**src/rtl/fcfl_pkg.sv**
```systemverilog
package fcfl_pkg;

  // Input operation codes (s_axis_tuser)
  typedef enum logic [1:0] {
    OP_ALLOC   = 2'd0,
    OP_RELEASE = 2'd1,
    OP_REBUILD = 2'd2
  } fcfl_op_e;

  // Result status codes (m_axis_tuser)
  typedef enum logic [1:0] {
    ST_OK    = 2'd0,
    ST_EMPTY = 2'd1,
    ST_RANGE = 2'd2
  } fcfl_status_e;

  // Configuration register indexes
  localparam logic [1:0] CFG_BASE  = 2'd0;
  localparam logic [1:0] CFG_BYTES = 2'd1;
  localparam logic [1:0] CFG_COUNT = 2'd2;

  localparam int unsigned CfgW       = 32;
  localparam int unsigned BytesW     = 17;
  localparam int unsigned CountW     = 11;
  localparam int unsigned PortIdxW   = 10;
  localparam int unsigned AddrW      = 32;
  localparam int unsigned MinBytes   = 8;
  localparam int unsigned InDataW    = 16;
  localparam int unsigned OutDataW   = 48;

endpackage

```
**src/rtl/fcfl_addr.sv**
```systemverilog
module fcfl_addr #(
  parameter int unsigned LINK_W = 11
) (
  input  logic                        clk_i,
  input  logic                        load_i,
  input  logic [LINK_W-1:0]           index_i,
  input  logic [fcfl_pkg::BytesW-1:0] bytes_i,
  input  logic [fcfl_pkg::AddrW-1:0]  base_i,
  output logic [fcfl_pkg::AddrW-1:0]  addr_o
);
  import fcfl_pkg::*;

  localparam int unsigned ProdW = LINK_W + BytesW;

  logic [ProdW-1:0] prod_full;
  logic [AddrW-1:0] prod_d, prod_q;

  // Chunk sizes below the minimum act as the minimum
  logic [BytesW-1:0] eff_bytes;
  assign eff_bytes = (bytes_i < BytesW'(MinBytes)) ? BytesW'(MinBytes) : bytes_i;

  assign prod_full = ProdW'(index_i) * ProdW'(eff_bytes);
  assign prod_d    = AddrW'(prod_full);

  always_ff @(posedge clk_i) begin
    if (load_i) begin
      prod_q <= prod_d;
    end
  end

  // Wrap to 32 bits
  assign addr_o = base_i + prod_q;

endmodule

```
**config.mk**
```make
export PLATFORM = sky130hd
export DESIGN_NAME = fcfl_addr
export DESIGN_NICKNAME = d
export VERILOG_FILES = /design/src/rtl/fcfl_pkg.sv /design/src/rtl/fcfl_addr.sv
export SDC_FILE = /design/constraint.sdc
export NUM_CORES = 1
export LEC_CHECK = 0
export BUFFER_PORTS_ARGS = -buffer_cell sky130_fd_sc_hd__buf_2
export CAP_MARGIN = 40
export CORE_ASPECT_RATIO = 0.75
export CORE_MARGIN = 2
export CORE_UTILIZATION = 67
export DETAILED_ROUTE_END_ITERATION = 6
export GPL_TIMING_DRIVEN = 0
export PLACE_DENSITY = 0.95
export SETUP_SLACK_MARGIN = 0.05
export SYNTH_ARGS = -nofsm -noshare
export SYNTH_HDL_FRONTEND = slang
export SYNTH_SLANG_ARGS = --single-unit
```
**constraint.sdc**
```tcl
create_clock -name clk_i -period 10 [get_ports clk_i]
set_input_delay 1 -clock clk_i [delete_from_list [all_inputs] [get_ports clk_i]]
set_output_delay 1 -clock clk_i [all_outputs]
set_load 0.05 [all_outputs]
```
Yosys cells after proc, flatten, opt, wreduce, memory -nomap -nowiden

Index checks and enable logic that the tools add are counted.

Register bits after elaboration: 28
Output and inout bits: 32
Logic and storage cells: 5

$add $sub $neg: 1
Multipliers: 1
Magnitude comparators: 1
Multiplexer cells: 1

Operators by type and width:

| operator                                                     | number |
|---|---|
| adder 32 x 28 -> 32 bit                                      | 1 |
| multiplier 11 x 17 -> 28 bit                                 | 1 |
| less-than comparator 17 x 4 -> 1 bit (second input constant) | 1 |
| two-way mux 17 bit                                           | 1 |

Depth between registers and ports, before layout

Gate-level depths: netlist of run 1.

Word-level depth: 3
Mapped depth: 24
Depth with buffers taken out: 23

Least setup slack after synthesis of run 1

OpenSTA, ideal clock, no wires.

Kind: in2reg
Start: input port bytes_i[13] (netlist name)
End: register prod_q[27] (data pin)
Library setup time: 0.259 ns
Arrival: 6.243 ns
Setup slack: 3.498 ns
Stages on the path: 21
Buffers on the path: 1
Cells stage by stage: nor4_1 -> nand4_1 -> nand2b_1 -> clkbuf_1 -> and2_1 -> fa_1 -> fa_1 -> fa_1 -> fa_1 -> inv_1 -> fa_1 -> inv_1 -> ha_1 -> a21oi_1 -> nand2_1 -> a21o_1 -> o211ai_1 -> a21oi_1 -> a21oi_1 -> nor2_1 -> a211o_1

Cells in the longest elaborated chain, start to end: 3

Ends and longest elaborated chain:

| what                                 | line            | source |
|---|---|---|
| start, declared                      | fcfl_addr.sv:7  | `input logic [fcfl_pkg::BytesW-1:0] bytes_i,` |
| less-than comparator 17 x 4 -> 1 bit | fcfl_addr.sv:20 | `assign eff_bytes = (bytes_i < BytesW'(MinBytes)) ? BytesW'(MinBytes) : bytes_i;` |
| two-way mux 17 bit (*)               | fcfl_addr.sv:20 |  |
| multiplier 11 x 17 -> 28 bit (*)     | fcfl_addr.sv:22 | `assign prod_full = ProdW'(index_i) * ProdW'(eff_bytes);` |
| named net prod_full[27]              | fcfl_addr.sv:15 | `logic [ProdW-1:0] prod_full;` |
| end signal, assigned                 | fcfl_addr.sv:27 | `prod_q <= prod_d;` |
| end, declared                        | fcfl_addr.sv:16 | `logic [AddrW-1:0] prod_d, prod_q;` |

The timed path passes the listed nets; every way through them passes the cells marked *.
A chain may end at the register's enable or synchronous reset.

Worst setup path after layout of run 1

Same ends and word-level chain as after synthesis.

==> results of run 1 <==
-- where the power goes --
| part | internal, mW | switching [mW] | leakage, nW |
|---|---|---|---|
| clock | 0.0799 | 0.0423 | 0.0511 |
| sequential | 0.282 | 0.0197 | 0.274 |
| combinational | 1.08 | 1.85 | 4.56 |
-- worst paths after layout --
path,cells past startpoint,startpoint,to,slack (ns)
worst max-delay path,22,bytes_i[13],prod_q[27]$_DFFE_PP_,2.25
worst min-delay path,2,bytes_i[0],prod_q[0]$_DFFE_PP_,1.16
-- through the flow --
stage	util [%]	cell area, um^2	worst slack, ns	instances
2_1_floorplan	-	8590	3.50	996
3_3_place_gp	74.7	9250	2.38	1254
3_5_place_dp	74.7	9250	2.20	1254
4_1_cts	75.5	9360	2.40	1258
5_1_grt	75.5	9360	1.92	1258
6_report	75.5	9360	2.25	1258
-- synth_stat cells (all sizes together), types with 23 or more instances --
cell type  number  area share (%)
ha             94              14
xnor2          31             3.2
inv           190             8.3
nand2         136             5.9
clkbuf         36             1.6
a21o           24             2.1
and2           72             5.2
fa            135              31
o21ai          24             1.5
and3           23             1.7
edfxtp         28             9.8
a21oi          57             3.5
-- worst max-delay path, stage by stage --
cell      delay (ns)
buf_2           0.11
nor4_1          0.49
nand4_1         0.40
nand2b_1        0.19
clkbuf_1        0.49
and2_1          0.24
fa_1            0.42
fa_1            0.53
fa_1            0.55
fa_1            0.56
inv_1           0.06
fa_1            0.54
inv_1           0.05
ha_1            0.35
a21oi_1         0.38
nand2_1         0.09
a21o_1          0.20
o211ai_1        0.27
a21oi_1         0.19
a21oi_1         0.32
nor2_1          0.09
a211o_1         0.24
-- routing by layer --
layer / wire length [um] / share of wire, % / vias to the layer above
met3: 1940 / 9.3 / 57
met5: 0 / 0 / -
met1: 7940 / 38 / 3635
li1: - / - / 3392
met4: 569 / 2.7 / 0
met2: 10500 / 50 / 353
-- cells by family (layout without fill, tap and decap cells) --
kind of cell	Yosys count	count (layout)	synth area share, %
compound gates	159	159	12.5
xor+xnor	49	49	5.00
fa+ha+maj	229	229	45.2
buf+inv	233	329	10.4
flops	28	28	9.79
simple gates	298	298	17.1
-- final cells by class --
cell class,instances,area (um^2),share of cell area [%]
buffer,43,179,1.91
clock buffer,3,75.1,0.802
clock inverter,1,30.0,0.321
inverter,190,713,7.62
multi-input combinational,735,6850,73.2
sequential,28,841,8.98
tap,166,208,2.22
timing repair buffer,92,460,4.92
==> results.yml, run 1 <==
floorplan:
  start_util_pct: 69.3
  dieArea_um2: 13700
  coreArea_um2: 12400
  rows: 35
  boundaryPins: 94
  die_w_um: 135
  die_h_um: 102
global_route:
  grt_start_max_net_pins: 29
  grtUsageMet3_pct: 6.15
  grt_overflow: 0
  antenna_found_initial: 0
  use_met1_pct: 39.3
  met2_usage_pct: 57.1
  grt_pass1_vias: 7619
  grt_busiest_layer: "met2"
  grtUsageTotal_pct: 31.7
  grt_pass1_wl_mm: 34.5
placed_design:
  io_buffer_count: 92
  place.gp.congestion: 0.950
  hpwl_mm: 17.4
logic_synthesis:
  synth_cells: 996
  synth_seq_cells: 28
  synth_nets: 1287
  yosysSeqAreaShare_pct: 9.79
  ys.flop_type: "edfxtp_1"
  yosysWarnings: 0
  ys_types: 66
  syn-mean-instance-area_um2: 8.62
  synth-edff-count: 28
  synth_area_um2: 8590
  async_flop_share_pct: 0
clock_tree:
  cts_buffers: 3
  clkTransAtPathRegs_ns: 0.07
  cts_root_buffer: "clkbuf_16"
  h-tree-depth: 1
  clock_sinks: 28
  ctsResizeCount: 0
  hold_buffers: 0
  cts_tree: "yes"
  clk_path_buf_depth: 2
  post_cts_buffers: 0
routing:
  dr.pass1.iters: 6
  finalWirelength_mm: 21.0
  ant_nets: 0
  drt_first_iter_violations: 550
  drc: 0
  viasPerCell: 5.91
  routedWlPerCell_um: 16.7
  via_count: 7437
finish:
  layout_common_cells: "inv_1, nand2_1, fa_1"
  layout_commonest_cell: "inv_1"
  reg_top3: "prod_q x28"
  largest_register_ffs: 28
  antennaDiodeCount: 0
  fillers: 852
  area_growth_pct: 9.01
  final_layout_size_suffix_gt1_share_pct: 11.2
  nNetsFinal: 1384
  top_register: "prod_q"
power_and_ir_drop:
  power.density_nw_per_um2: 358
  total_power_mw: 3.35
  power_leakage_nw: 4.89
  ir_drop_v: 0.000382
sta:
  slew_violations: 0
  fmax_mhz: 129
  fin_tns_setup_ns: 0
  min_period_over_period_pct: 77.5
  slew_headroom_pct: 55.9
  min_period_ns: 7.75
  hold_ws_ns: 1.16
  hold_viol_final: 0
  setup_viol: 0
  tightest_slew_ns: 0.655
  rsz0062_at_grt: "false"
worst_hold_path:
  hold_path_class: "input pin to register"
critical_path:
  path_class: "input pin to register"
  worstPathArrival_ns: 7.78
  cp_data_required_time_ns: 10.03
  start_kind: "input pin"
  path_max_fanout: 10
  critPathCaptureType: "register"
outcome:
  outcome: "complete, no violations"
job:
  drv_cap: 0
(Power assumes the default switching activity.)
==> run 2, diff against run 1 <==
Settings changed: CORE_UTILIZATION 67 to 62.
Clock period 10 ns to 7.5 ns, I/O delays scaled along.
==> results.yml, run 2 (same netlist as run 1, synthesis figures left out) <==
critical_path:
  critPathCaptureType: "register"
  path_max_fanout: 10
  path_class: "input pin to register"
  worstPathArrival_ns: 6.98
  cp_data_required_time_ns: 7.53
  start_kind: "input pin"
sta:
  slew_headroom_pct: 57.1
  fmax_mhz: 144
  tightest_slew_ns: 0.644
  slew_violations: 0
  min_period_ns: 6.95
  min_period_over_period_pct: 92.7
  hold_viol_final: 0
  setup_viol: 0
  fin_tns_setup_ns: 0
  rsz0062_at_grt: "false"
power_and_ir_drop:
  ir_drop_v: 0.000449
  total_power_mw: 4.43
  power_leakage_nw: 4.88
  power.density_nw_per_um2: 474
finish:
  nNetsFinal: 1384
  fillers: 997
  top_register: "prod_q"
  largest_register_ffs: 28
  reg_top3: "prod_q x28"
  design_area_um2: 9350
  layout_common_cells: "inv_1, nand2_1, fa_1"
  final_layout_size_suffix_gt1_share_pct: 11.2
  antennaDiodeCount: 0
  layout_commonest_cell: "inv_1"
  area_growth_pct: 8.85
routing:
  finalWirelength_mm: 20.8
  viasPerCell: 5.83
  drc: 0
  via_count: 7389
  ant_nets: 0
  dr.pass1.iters: 5
  drt_first_iter_violations: 496
  routedWlPerCell_um: 16.4
clock_tree:
  clkTransAtPathRegs_ns: 0.07
  h-tree-depth: 1
  post_cts_buffers: 0
  cts_buffers: 3
  clock_sinks: 28
  cts_tree: "yes"
  hold_buffers: 0
  clk_path_buf_depth: 2
  cts_root_buffer: "clkbuf_16"
floorplan:
  die_h_um: 106
  coreArea_um2: 13600
  rows: 37
  boundaryPins: 94
  start_util_pct: 63.1
  die_w_um: 140
  dieArea_um2: 14800
placed_design:
  place_area_um2: 9270
  io_buffer_count: 92
  hpwl_mm: 17.3
  place.gp.congestion: 0.949
outcome:
  outcome: "complete, no violations"
global_route:
  antenna_found_initial: 0
  grt_pass1_wl_mm: 35.6
  grt_pass1_vias: 7762
  grt_start_max_net_pins: 29
  grtUsageTotal_pct: 29.7
  grt_overflow: 0
job:
  drv_cap: 0
worst_hold_path:
  hold_path_class: "input pin to register"
[run 2: layer usage]
layer / GRT usage, % / vias to the layer above / part of all wire (%)
met4: 10.3 / 0 / 3.4
met2: 52.6 / 302 / 51
met1: 36.7 / 3626 / 38
met5: 0 / - / 0
li1: - / 3384 / -
met3: 5.68 / 77 / 7.7
[run 2: layout make-up]
type / instances / area [um^2] / area share [%]
inverters: 190 / 713 / 7.63
clock inverters: 1 / 3.75 / 0.0402
well taps: 175 / 219 / 2.34
plain buffers: 43 / 180 / 1.93
clock buffers: 3 / 75.1 / 0.803
repair buffers: 92 / 460 / 4.93
multi-input cells: 735 / 6850 / 73.3
flip-flops and latches: 28 / 841 / 9.00
[run 2: through the flow]
| step | hold WS [ns] | setup WS (ns) | utilization, % | instances |
|---|---|---|---|---|
| floorplan | 0.862 | 1.25 | - | 996 |
| global placement | 1.21 | 0.223 | 68.1 | 1263 |
| detailed placement | 1.21 | 0.142 | 68.1 | 1263 |
| CTS | 0.928 | 0.412 | 68.7 | 1267 |
| global route | 0.948 | 0.187 | 68.7 | 1267 |
| finish | 0.925 | 0.549 | 68.7 | 1267 |
[run 2: critical path: stages]
cell      delay [ns]
buf_2           0.11
nor4_1          0.37
nand4_1         0.36
nand2b_1        0.19
clkbuf_2        0.28
and2_1          0.21
fa_1            0.44
fa_1            0.52
fa_1            0.53
fa_1            0.55
inv_1           0.06
fa_1            0.53
inv_1           0.04
ha_1            0.35
a21oi_1         0.36
nand2_1         0.09
a21o_1          0.20
o211ai_1        0.23
a21oi_1         0.17
a21oi_1         0.33
nor2_1          0.09
a211o_1         0.22
[run 2: final timing paths]
check	start	slack, ns	cells after the start	endpoint
setup / recovery	bytes_i[13]	0.55	22	prod_q[27]$_DFFE_PP_
hold / removal	bytes_i[0]	0.92	2	prod_q[0]$_DFFE_PP_
[run 2: what timing repair did]
action	in CTS	in global routing
gates resized for setup	0	2
endpoints found under the hold margin	0	0
endpoints found under the setup margin	0	4
[run 2: where the power goes]
part           switching [mW]  total [mW]  internal [mW]
combinational            2.46        3.90           1.44
sequential             0.0263       0.403          0.376
clock                  0.0552       0.127         0.0718
total                    2.54        4.43           1.89
